**config.mk**
```make
export PLATFORM = sky130hd
export DESIGN_NAME = integer_field_formatter
export DESIGN_NICKNAME = d
export VERILOG_FILES = /design/src/hdl/iff_pkg.sv /design/src/hdl/iff_measure.sv /design/src/hdl/iff_emitter.sv /design/src/hdl/integer_field_formatter.sv
export SDC_FILE = /design/constraint.sdc
export NUM_CORES = 1
export LEC_CHECK = 0
export BUFFER_PORTS_ARGS = -buffer_cell sky130_fd_sc_hd__buf_2
export CORE_MARGIN = 8
export CORE_UTILIZATION = 50
export CTS_BUF_LIST = sky130_fd_sc_hd__clkbuf_4 sky130_fd_sc_hd__clkbuf_8 sky130_fd_sc_hd__clkbuf_16
export DETAILED_ROUTE_END_ITERATION = 6
export PLACE_DENSITY_LB_ADDON = 0.2
export SLEW_MARGIN = 30
export SYNTH_ARGS = -nofsm -noshare
export SYNTH_HDL_FRONTEND = slang
export SYNTH_HIERARCHICAL = 1
export SYNTH_SLANG_ARGS = --single-unit
```
**constraint.sdc**
```tcl
create_clock -name clk -period 21.2 [get_ports clk]
set_input_delay 2.12 -clock clk [delete_from_list [all_inputs] [get_ports clk]]
set_output_delay 2.12 -clock clk [all_outputs]
set_load 0.005 [all_outputs]
```
**src/hdl/iff_pkg.sv**
```systemverilog
package iff_pkg;

    // default cap on the requested field width
    localparam int MAX_FIELD_WIDTH_DEFAULT = 32;

    // fixed field widths
    localparam int CMD_W     = 2;
    localparam int VALUE_W   = 32;
    localparam int FW_W      = 6;
    localparam int CHAR_W    = 8;
    localparam int NDIG_W    = 4;
    localparam int NIB_W     = 4;
    localparam int MAG_EXT_W = VALUE_W + NDIG_W;
    localparam int HEX_DIGITS = VALUE_W / NIB_W;
    localparam int DEC_DIGITS = 10;

    // conversion codes
    typedef enum logic [CMD_W-1:0] {
        CMD_SDEC = 2'd0,
        CMD_UDEC = 2'd1,
        CMD_HEX  = 2'd2,
        CMD_CHAR = 2'd3
    } cmd_t;

    // ascii codes
    localparam logic [CHAR_W-1:0] CH_ZERO    = 8'h30;
    localparam logic [CHAR_W-1:0] CH_MINUS   = 8'h2D;
    localparam logic [CHAR_W-1:0] CH_BLANK   = 8'h20;
    localparam logic [CHAR_W-1:0] CH_A_LOWER = 8'h61;

    // one formatted field, ready to be emitted
    typedef struct packed {
        cmd_t               cmd;
        logic [VALUE_W-1:0] mag;
        logic               neg;
        logic [NDIG_W-1:0]  ndig;
        logic [FW_W-1:0]    pre_cnt;
        logic [FW_W-1:0]    zero_cnt;
        logic [FW_W-1:0]    post_cnt;
    } field_t;

    // emitter status seen by the input stage
    typedef struct packed {
        logic busy;
        logic take;
    } emit_status_t;

    // powers of ten, widened so that nine times each still fits
    function automatic logic [MAG_EXT_W-1:0] pow10(input logic [NDIG_W-1:0] k);
        logic [MAG_EXT_W-1:0] p;
        case (k)
            4'd0:    p = 36'd1;
            4'd1:    p = 36'd10;
            4'd2:    p = 36'd100;
            4'd3:    p = 36'd1000;
            4'd4:    p = 36'd10000;
            4'd5:    p = 36'd100000;
            4'd6:    p = 36'd1000000;
            4'd7:    p = 36'd10000000;
            4'd8:    p = 36'd100000000;
            4'd9:    p = 36'd1000000000;
            default: p = '0;
        endcase
        return p;
    endfunction

    // lowercase hex digit
    function automatic logic [CHAR_W-1:0] hex_char(input logic [NIB_W-1:0] nib);
        logic [CHAR_W-1:0] c;
        if (nib < 4'd10)
            c = CH_ZERO + {4'b0000, nib};
        else
            c = CH_A_LOWER + {4'b0000, nib - 4'd10};
        return c;
    endfunction

endpackage

```
**src/hdl/iff_measure.sv**
```systemverilog
module iff_measure #(
    parameter int MAX_FIELD_WIDTH = iff_pkg::MAX_FIELD_WIDTH_DEFAULT
) (
    input  iff_pkg::cmd_t                  cmd,
    input  logic [iff_pkg::VALUE_W-1:0]    mag,
    input  logic                           neg,
    input  logic [iff_pkg::FW_W-1:0]       field_width,
    input  logic                           zero_pad,
    input  logic                           left_align,
    output iff_pkg::field_t                field
);

    // cap as it can matter for a width port of this size
    localparam int FW_MAX = (1 << iff_pkg::FW_W) - 1;
    localparam logic [iff_pkg::FW_W-1:0] CAP =
        iff_pkg::FW_W'((MAX_FIELD_WIDTH > FW_MAX) ? FW_MAX : MAX_FIELD_WIDTH);

    logic [iff_pkg::NDIG_W-1:0] dec_n;
    logic [iff_pkg::NDIG_W-1:0] hex_n;
    logic [iff_pkg::NDIG_W-1:0] ndig;
    logic [iff_pkg::FW_W-1:0]   body;
    logic [iff_pkg::FW_W-1:0]   wcap;
    logic [iff_pkg::FW_W-1:0]   pad;

    // decimal digit count: one plus the powers of ten from ten upward not above the value
    always_comb
    begin
        dec_n = iff_pkg::NDIG_W'(1);
        for (int j = 1; j < iff_pkg::DEC_DIGITS; j++)
        begin
            if ({{iff_pkg::NDIG_W{1'b0}}, mag} >= iff_pkg::pow10(iff_pkg::NDIG_W'(j)))
                dec_n = dec_n + iff_pkg::NDIG_W'(1);
        end
    end

    // hex digit count: position of the top nonzero nibble
    always_comb
    begin
        hex_n = iff_pkg::NDIG_W'(1);
        for (int i = 0; i < iff_pkg::HEX_DIGITS; i++)
        begin
            if (mag[i*iff_pkg::NIB_W +: iff_pkg::NIB_W] != '0)
                hex_n = iff_pkg::NDIG_W'(i + 1);
        end
    end

    always_comb
    begin
        case (cmd)
            iff_pkg::CMD_SDEC: ndig = dec_n;
            iff_pkg::CMD_UDEC: ndig = dec_n;
            iff_pkg::CMD_HEX:  ndig = hex_n;
            default:           ndig = iff_pkg::NDIG_W'(1);
        endcase
    end

    // padding length and where it goes
    assign body = iff_pkg::FW_W'(ndig) + iff_pkg::FW_W'(neg);
    assign wcap = (field_width > CAP) ? CAP : field_width;
    assign pad  = (wcap > body) ? (wcap - body) : '0;

    always_comb
    begin
        field.cmd      = cmd;
        field.mag      = mag;
        field.neg      = neg;
        field.ndig     = ndig;
        field.pre_cnt  = (!left_align && !zero_pad) ? pad : '0;
        field.zero_cnt = (!left_align && zero_pad) ? pad : '0;
        field.post_cnt = left_align ? pad : '0;
    end

endmodule

```
**src/hdl/iff_emitter.sv**
```systemverilog
module iff_emitter (
    input  logic                          clk,
    input  logic                          rst_n,
    input  logic                          load,
    input  iff_pkg::field_t               field,
    output iff_pkg::emit_status_t         status,
    output logic                          out_valid,
    input  logic                          out_stall,
    output logic [iff_pkg::CHAR_W-1:0]    character,
    output logic                          last
);

    typedef enum logic [2:0] {
        PH_IDLE,
        PH_PRE,
        PH_SIGN,
        PH_ZERO,
        PH_DIGIT,
        PH_POST
    } phase_t;

    phase_t                        phase_reg, phase_next;
    iff_pkg::cmd_t                 cmd_reg, cmd_next;
    logic [iff_pkg::VALUE_W-1:0]   mag_reg, mag_next;
    logic                          neg_reg, neg_next;
    logic [iff_pkg::NDIG_W-1:0]    dig_reg, dig_next;
    logic [iff_pkg::FW_W-1:0]      cnt_reg, cnt_next;
    logic [iff_pkg::FW_W-1:0]      zero_reg, zero_next;
    logic [iff_pkg::FW_W-1:0]      post_reg, post_next;
    logic [iff_pkg::CHAR_W-1:0]    char_reg, char_next;
    logic                          last_reg, last_next;
    logic                          valid_reg, valid_next;

    logic                          busy;
    logic                          adv;
    logic                          fin;
    logic [iff_pkg::NDIG_W-1:0]    k;
    logic [iff_pkg::MAG_EXT_W-1:0] p;
    logic [iff_pkg::MAG_EXT_W-1:0] sub;
    logic [iff_pkg::NDIG_W-1:0]    dec_d;
    logic [iff_pkg::NIB_W-1:0]     nib;
    logic [iff_pkg::CHAR_W-1:0]    dig_char;
    logic [iff_pkg::CHAR_W-1:0]    cur_char;
    logic                          cur_last;

    assign busy = (phase_reg != PH_IDLE);
    assign adv  = busy && (!valid_reg || !out_stall);
    assign fin  = adv && cur_last;

    assign status.busy = busy;
    assign status.take = !busy || fin;

    // leading decimal digit: compare against multiples one to nine of the current power
    assign k = dig_reg - iff_pkg::NDIG_W'(1);
    assign p = iff_pkg::pow10(k);

    always_comb
    begin
        dec_d = '0;
        sub   = '0;
        for (int m = 1; m < iff_pkg::DEC_DIGITS; m++)
        begin
            if ({{iff_pkg::NDIG_W{1'b0}}, mag_reg} >= p * iff_pkg::MAG_EXT_W'(m))
            begin
                dec_d = iff_pkg::NDIG_W'(m);
                sub   = p * iff_pkg::MAG_EXT_W'(m);
            end
        end
    end

    // leading hex digit
    assign nib = mag_reg[{k[2:0], 2'b00} +: iff_pkg::NIB_W];

    always_comb
    begin
        case (cmd_reg)
            iff_pkg::CMD_SDEC: dig_char = iff_pkg::CH_ZERO + {4'b0000, dec_d};
            iff_pkg::CMD_UDEC: dig_char = iff_pkg::CH_ZERO + {4'b0000, dec_d};
            iff_pkg::CMD_HEX:  dig_char = iff_pkg::hex_char(nib);
            default:           dig_char = mag_reg[iff_pkg::CHAR_W-1:0];
        endcase
    end

    // character of the current phase
    always_comb
    begin
        case (phase_reg)
            PH_PRE:   cur_char = iff_pkg::CH_BLANK;
            PH_SIGN:  cur_char = iff_pkg::CH_MINUS;
            PH_ZERO:  cur_char = iff_pkg::CH_ZERO;
            PH_DIGIT: cur_char = dig_char;
            PH_POST:  cur_char = iff_pkg::CH_BLANK;
            default:  cur_char = iff_pkg::CH_BLANK;
        endcase
    end

    assign cur_last = ((phase_reg == PH_DIGIT) && (dig_reg == iff_pkg::NDIG_W'(1))
                       && (post_reg == '0))
                   || ((phase_reg == PH_POST) && (cnt_reg == iff_pkg::FW_W'(1)));

    // phase sequencing: pre blanks, sign, zeros, digits, post blanks
    always_comb
    begin
        phase_next = phase_reg;
        cmd_next   = cmd_reg;
        mag_next   = mag_reg;
        neg_next   = neg_reg;
        dig_next   = dig_reg;
        cnt_next   = cnt_reg;
        zero_next  = zero_reg;
        post_next  = post_reg;
        char_next  = char_reg;
        last_next  = last_reg;
        valid_next = valid_reg;

        // output register
        if (adv)
        begin
            char_next  = cur_char;
            last_next  = cur_last;
            valid_next = 1'b1;
        end
        else if (!out_stall)
        begin
            valid_next = 1'b0;
        end

        if (load)
        begin
            cmd_next  = field.cmd;
            mag_next  = field.mag;
            neg_next  = field.neg;
            dig_next  = field.ndig;
            zero_next = field.zero_cnt;
            post_next = field.post_cnt;
            if (field.pre_cnt != '0)
            begin
                phase_next = PH_PRE;
                cnt_next   = field.pre_cnt;
            end
            else if (field.neg)
            begin
                phase_next = PH_SIGN;
            end
            else if (field.zero_cnt != '0)
            begin
                phase_next = PH_ZERO;
                cnt_next   = field.zero_cnt;
            end
            else
            begin
                phase_next = PH_DIGIT;
            end
        end
        else if (fin)
        begin
            phase_next = PH_IDLE;
        end
        else if (adv)
        begin
            case (phase_reg)
                PH_PRE:
                begin
                    cnt_next = cnt_reg - iff_pkg::FW_W'(1);
                    if (cnt_reg == iff_pkg::FW_W'(1))
                    begin
                        if (neg_reg)
                            phase_next = PH_SIGN;
                        else if (zero_reg != '0)
                        begin
                            phase_next = PH_ZERO;
                            cnt_next   = zero_reg;
                        end
                        else
                            phase_next = PH_DIGIT;
                    end
                end
                PH_SIGN:
                begin
                    if (zero_reg != '0)
                    begin
                        phase_next = PH_ZERO;
                        cnt_next   = zero_reg;
                    end
                    else
                        phase_next = PH_DIGIT;
                end
                PH_ZERO:
                begin
                    cnt_next = cnt_reg - iff_pkg::FW_W'(1);
                    if (cnt_reg == iff_pkg::FW_W'(1))
                        phase_next = PH_DIGIT;
                end
                PH_DIGIT:
                begin
                    if (cmd_reg == iff_pkg::CMD_SDEC || cmd_reg == iff_pkg::CMD_UDEC)
                        mag_next = mag_reg - sub[iff_pkg::VALUE_W-1:0];
                    dig_next = dig_reg - iff_pkg::NDIG_W'(1);
                    if (dig_reg == iff_pkg::NDIG_W'(1))
                    begin
                        phase_next = PH_POST;
                        cnt_next   = post_reg;
                    end
                end
                PH_POST:
                begin
                    cnt_next = cnt_reg - iff_pkg::FW_W'(1);
                end
                default:
                begin
                    phase_next = PH_IDLE;
                end
            endcase
        end
    end

    // state and output registers
    always_ff @(posedge clk or negedge rst_n)
    begin
        if (!rst_n)
        begin
            phase_reg <= PH_IDLE;
            valid_reg <= 1'b0;
            cmd_reg   <= iff_pkg::CMD_SDEC;
            mag_reg   <= '0;
            neg_reg   <= 1'b0;
            dig_reg   <= '0;
            cnt_reg   <= '0;
            zero_reg  <= '0;
            post_reg  <= '0;
            char_reg  <= '0;
            last_reg  <= 1'b0;
        end
        else
        begin
            phase_reg <= phase_next;
            valid_reg <= valid_next;
            cmd_reg   <= cmd_next;
            mag_reg   <= mag_next;
            neg_reg   <= neg_next;
            dig_reg   <= dig_next;
            cnt_reg   <= cnt_next;
            zero_reg  <= zero_next;
            post_reg  <= post_next;
            char_reg  <= char_next;
            last_reg  <= last_next;
        end
    end

    assign out_valid = valid_reg;
    assign character = char_reg;
    assign last      = last_reg;

endmodule

```
**src/hdl/integer_field_formatter.sv**
```systemverilog
// Formats one integer conversion request (signed decimal, unsigned decimal,
// lowercase hex or single character) into a padded ASCII field and sends it
// out one character per beat, with last set on the final character. A field
// holds max(text length, capped width) characters, sent one per cycle while
// out_stall is low; a waiting request follows the previous field with no gap.
// An accepted request passes the request register and the sequencer state
// registers before its first character reaches the output register. The
// request register takes the next request while the current field is being
// sent, and decimal digits come at that rate, most significant first, by
// comparing the remainder against the multiples of the current power of ten.
module integer_field_formatter #(
    parameter int MAX_FIELD_WIDTH = iff_pkg::MAX_FIELD_WIDTH_DEFAULT
) (
    input  logic                          clk,
    input  logic                          rst_n,
    input  logic                          in_valid,
    output logic                          in_stall,
    input  logic [iff_pkg::CMD_W-1:0]     cmd,
    input  logic [iff_pkg::VALUE_W-1:0]   value,
    input  logic [iff_pkg::FW_W-1:0]      field_width,
    input  logic                          zero_pad,
    input  logic                          left_align,
    output logic                          out_valid,
    input  logic                          out_stall,
    output logic [iff_pkg::CHAR_W-1:0]    character,
    output logic                          last
);

    iff_pkg::cmd_t               cmd_reg;
    logic [iff_pkg::VALUE_W-1:0] mag_reg;
    logic                        neg_reg;
    logic [iff_pkg::FW_W-1:0]    width_reg;
    logic                        zero_reg;
    logic                        left_reg;
    logic                        in_valid_reg, in_valid_next;

    iff_pkg::cmd_t               in_cmd;
    logic                        in_neg;
    logic [iff_pkg::VALUE_W-1:0] in_mag;
    logic                        accept;
    logic                        load;
    iff_pkg::field_t             field;
    iff_pkg::emit_status_t       emit_status;

    // sign and magnitude of the incoming beat
    assign in_cmd = iff_pkg::cmd_t'(cmd);
    assign in_neg = (in_cmd == iff_pkg::CMD_SDEC) && value[iff_pkg::VALUE_W-1];
    assign in_mag = in_neg ? (~value + iff_pkg::VALUE_W'(1)) : value;

    // request register handshake
    assign load     = in_valid_reg && emit_status.take;
    assign in_stall = in_valid_reg && !load;
    assign accept   = in_valid && !in_stall;

    always_comb
    begin
        in_valid_next = in_valid_reg;
        if (accept)
            in_valid_next = 1'b1;
        else if (load)
            in_valid_next = 1'b0;
    end

    // request register
    always_ff @(posedge clk or negedge rst_n)
    begin
        if (!rst_n)
        begin
            in_valid_reg <= 1'b0;
            cmd_reg      <= iff_pkg::CMD_SDEC;
            mag_reg      <= '0;
            neg_reg      <= 1'b0;
            width_reg    <= '0;
            zero_reg     <= 1'b0;
            left_reg     <= 1'b0;
        end
        else
        begin
            in_valid_reg <= in_valid_next;
            if (accept)
            begin
                cmd_reg   <= in_cmd;
                mag_reg   <= in_mag;
                neg_reg   <= in_neg;
                width_reg <= field_width;
                zero_reg  <= zero_pad;
                left_reg  <= left_align;
            end
        end
    end

    // digit count and padding
    iff_measure #(
        .MAX_FIELD_WIDTH (MAX_FIELD_WIDTH)
    ) u_measure (
        .cmd         (cmd_reg),
        .mag         (mag_reg),
        .neg         (neg_reg),
        .field_width (width_reg),
        .zero_pad    (zero_reg),
        .left_align  (left_reg),
        .field       (field)
    );

    // character sequencer and output register
    iff_emitter u_emitter (
        .clk       (clk),
        .rst_n     (rst_n),
        .load      (load),
        .field     (field),
        .status    (emit_status),
        .out_valid (out_valid),
        .out_stall (out_stall),
        .character (character),
        .last      (last)
    );

    // a loaded field always leaves the sequencer with characters to send
    a_load_busy: assert property (@(posedge clk) disable iff (!rst_n)
        load |=> emit_status.busy)
        else $error("sequencer idle right after a field load");

    // a beat that is not the last one means the field is still in progress
    a_mid_field_busy: assert property (@(posedge clk) disable iff (!rst_n)
        (out_valid && !last) |-> emit_status.busy)
        else $error("field ended without a last beat");

    // a request waits only while the sequencer is occupied
    a_stall_cause: assert property (@(posedge clk) disable iff (!rst_n)
        in_stall |-> (in_valid_reg && emit_status.busy))
        else $error("request stalled with the sequencer free");

endmodule

```
==> results.yml <==
cells_and_area:
  multiInputGateArea_um2: 19900
  ff_latch_area_um2: 2850
  fillers: 4545
  antenna-diode-count: 0
  drive_above_1_share_pct: 8.24
  syn2layout_area_growth_pct: 5.60
  nNetsFinal: 3532
synthesis:
  synth_nets: 3552
  synthCells: 3029
  syn_area_um2: 23900
  syn_avg_cell_area_um2: 7.90
  ys.warnings.count: 6
job:
  cap_violations: 0
worst_hold_path:
  hp-class: "flop to flop"
critical_path:
  max_stage_delay_ps: 1070
  critPathKind: "flop to flop"
  critPathArrivalTime_ps: 15060
  crit_fanout: 33
  cp.required_ps: 21490
  crit_path_end_kind: "flop"
  start_kind: "flop"
  crit_path_top_delay_cell: "nor4_1"
route:
  route.detailed.drc: 0
  viasPerCell: 6.75
  wl_per_cell_um: 26.0
  vias: 24600
  firstDrtPassIters: 6
  wl_mm: 94.6
  drtAntennaViolNets: 0
  first_iter_violations: 2450
die:
  fp.dieArea_um2: 55100
  fp.dieW_um: 235
  boundaryPins: 57
  num_rows: 80
  core-area_um2: 47400
  start_util_pct: 50.4
  die_h_um: 235
timing:
  slew-limit-headroom_pct: 23.0
  setup_viol: 0
  hold_viol: 0
  slew_violations: 0
  fmax_ghz: 0.0677
  timing.setup.tns_ps: 0
  worst_pin_slew_ps: 1140
  rsz0062_at_grt: "false"
  skew_ps: 10.5
  period_needed_ps: 14770
  fin_crit_sh_pct: 69.6
clocking:
  hold_buffers: 0
  cts_buffers: 17
  cts_tree: "built"
  h-tree-depth: 4
  clockRootBuffer: "clkbuf_16"
  cts_setup_buffers: 0
  clk_pin_slew_ps: 60
  cts_resized: 0
  clk_latency_ps: 430
  cts.path.max_buffers: 2
  cts_sinks: 114
outcome:
  status: "finished, final reports clean"
placed_design:
  portBuffers: 56
  hpwl_mm: 75.0
  place_congestion: 1.00
global_route:
  grt_pass1_vias: 24000
  antenna_found_initial: 1
  grt_first_pass_wirelength_mm: 143
  grt-ovfl-total: 0
  grt_start_max_net_pins: 80
  grt_use_total_pct: 32.8
==> worst paths after layout <==
| kind | slack, ps | cells past startpoint | start | to |
|---|---|---|---|---|
| worst max-delay path | 6430 | 40 | u_emitter/dig_reg[0] | u_emitter/mag_reg[31] |
| worst min-delay path | 480 | 2 | width_reg[4] | width_reg[4] |
| worst max register to register | 6430 | 40 | u_emitter/dig_reg[0] | u_emitter/mag_reg[31] |
| worst min register to register | 480 | 2 | width_reg[4] | width_reg[4] |
| max in group asynchronous | 18460 | 2 | rst_n | mag_reg[18] |
| min in group asynchronous | 1680 | 1 | rst_n | u_emitter/character[4] |
==> through the flow <==
stage	hold WS, ps	utilization (%)	setup WS [ps]	cell area [µm²]	std cells
finish	477	53.2	6430	25300	3637
detailed placement	463	52.0	6870	24700	3605
floorplan	438	-	10360	23900	3029
CTS	476	53.2	6800	25300	3637
global placement	454	51.9	6830	24600	3605
global route	503	53.2	6100	25300	3637
==> routing by layer <==
| metal | wire [µm] | GRT usage (%) | vias up |
|---|---|---|---|
| li1 | - | - | 11300 |
| met1 | 38900 | 41.2 | 11800 |
| met2 | 42700 | 54.2 | 1183 |
| met3 | 6980 | 4.12 | 265 |
| met4 | 6050 | 18.3 | 0 |
| met5 | 0 | 0 | - |
==> critical path: cells and delay by family (launching register included) <==
family / cells / cell delay (ps)
AOI/OAI and AO/OA: 18 / 5190
buffers and inverters: 5 / 1300
xor gates and xnor gates: 1 / 210
adders and majority gates: 5 / 2090
and+or+nand+nor: 11 / 4900
DFF: 1 / 890
==> cells in the final DEF, fill, tap and decap left out, types with 40 or more instances in the layout <==
cell type / instances
ha_1: 450
nand3_1: 60
nand4_1: 60
xnor2_1: 81
o21ai_0: 189
buf_2: 55
a21oi_1: 265
inv_1: 143
dfrtp_1: 114
nor2_1: 218
a21o_1: 106
xor2_1: 87
nor3_1: 49
o21a_1: 40
nand2_1: 283
nor2b_1: 41
==> layout make-up <==
| type | instances | share of cell area, % |
|---|---|---|
| Clock buffer | 18 | 1.74 |
| Clock inverter | 14 | 0.604 |
| Inverter | 148 | 2.21 |
| Multi-Input combinational cell | 2633 | 78.8 |
| Sequential cell | 114 | 11.3 |
| Tap cell | 615 | 3.05 |
| Timing Repair Buffer | 95 | 2.29 |
Power is not shown: default switching activity piles up to over one toggle a cycle in this logic, so the estimate is an artifact.
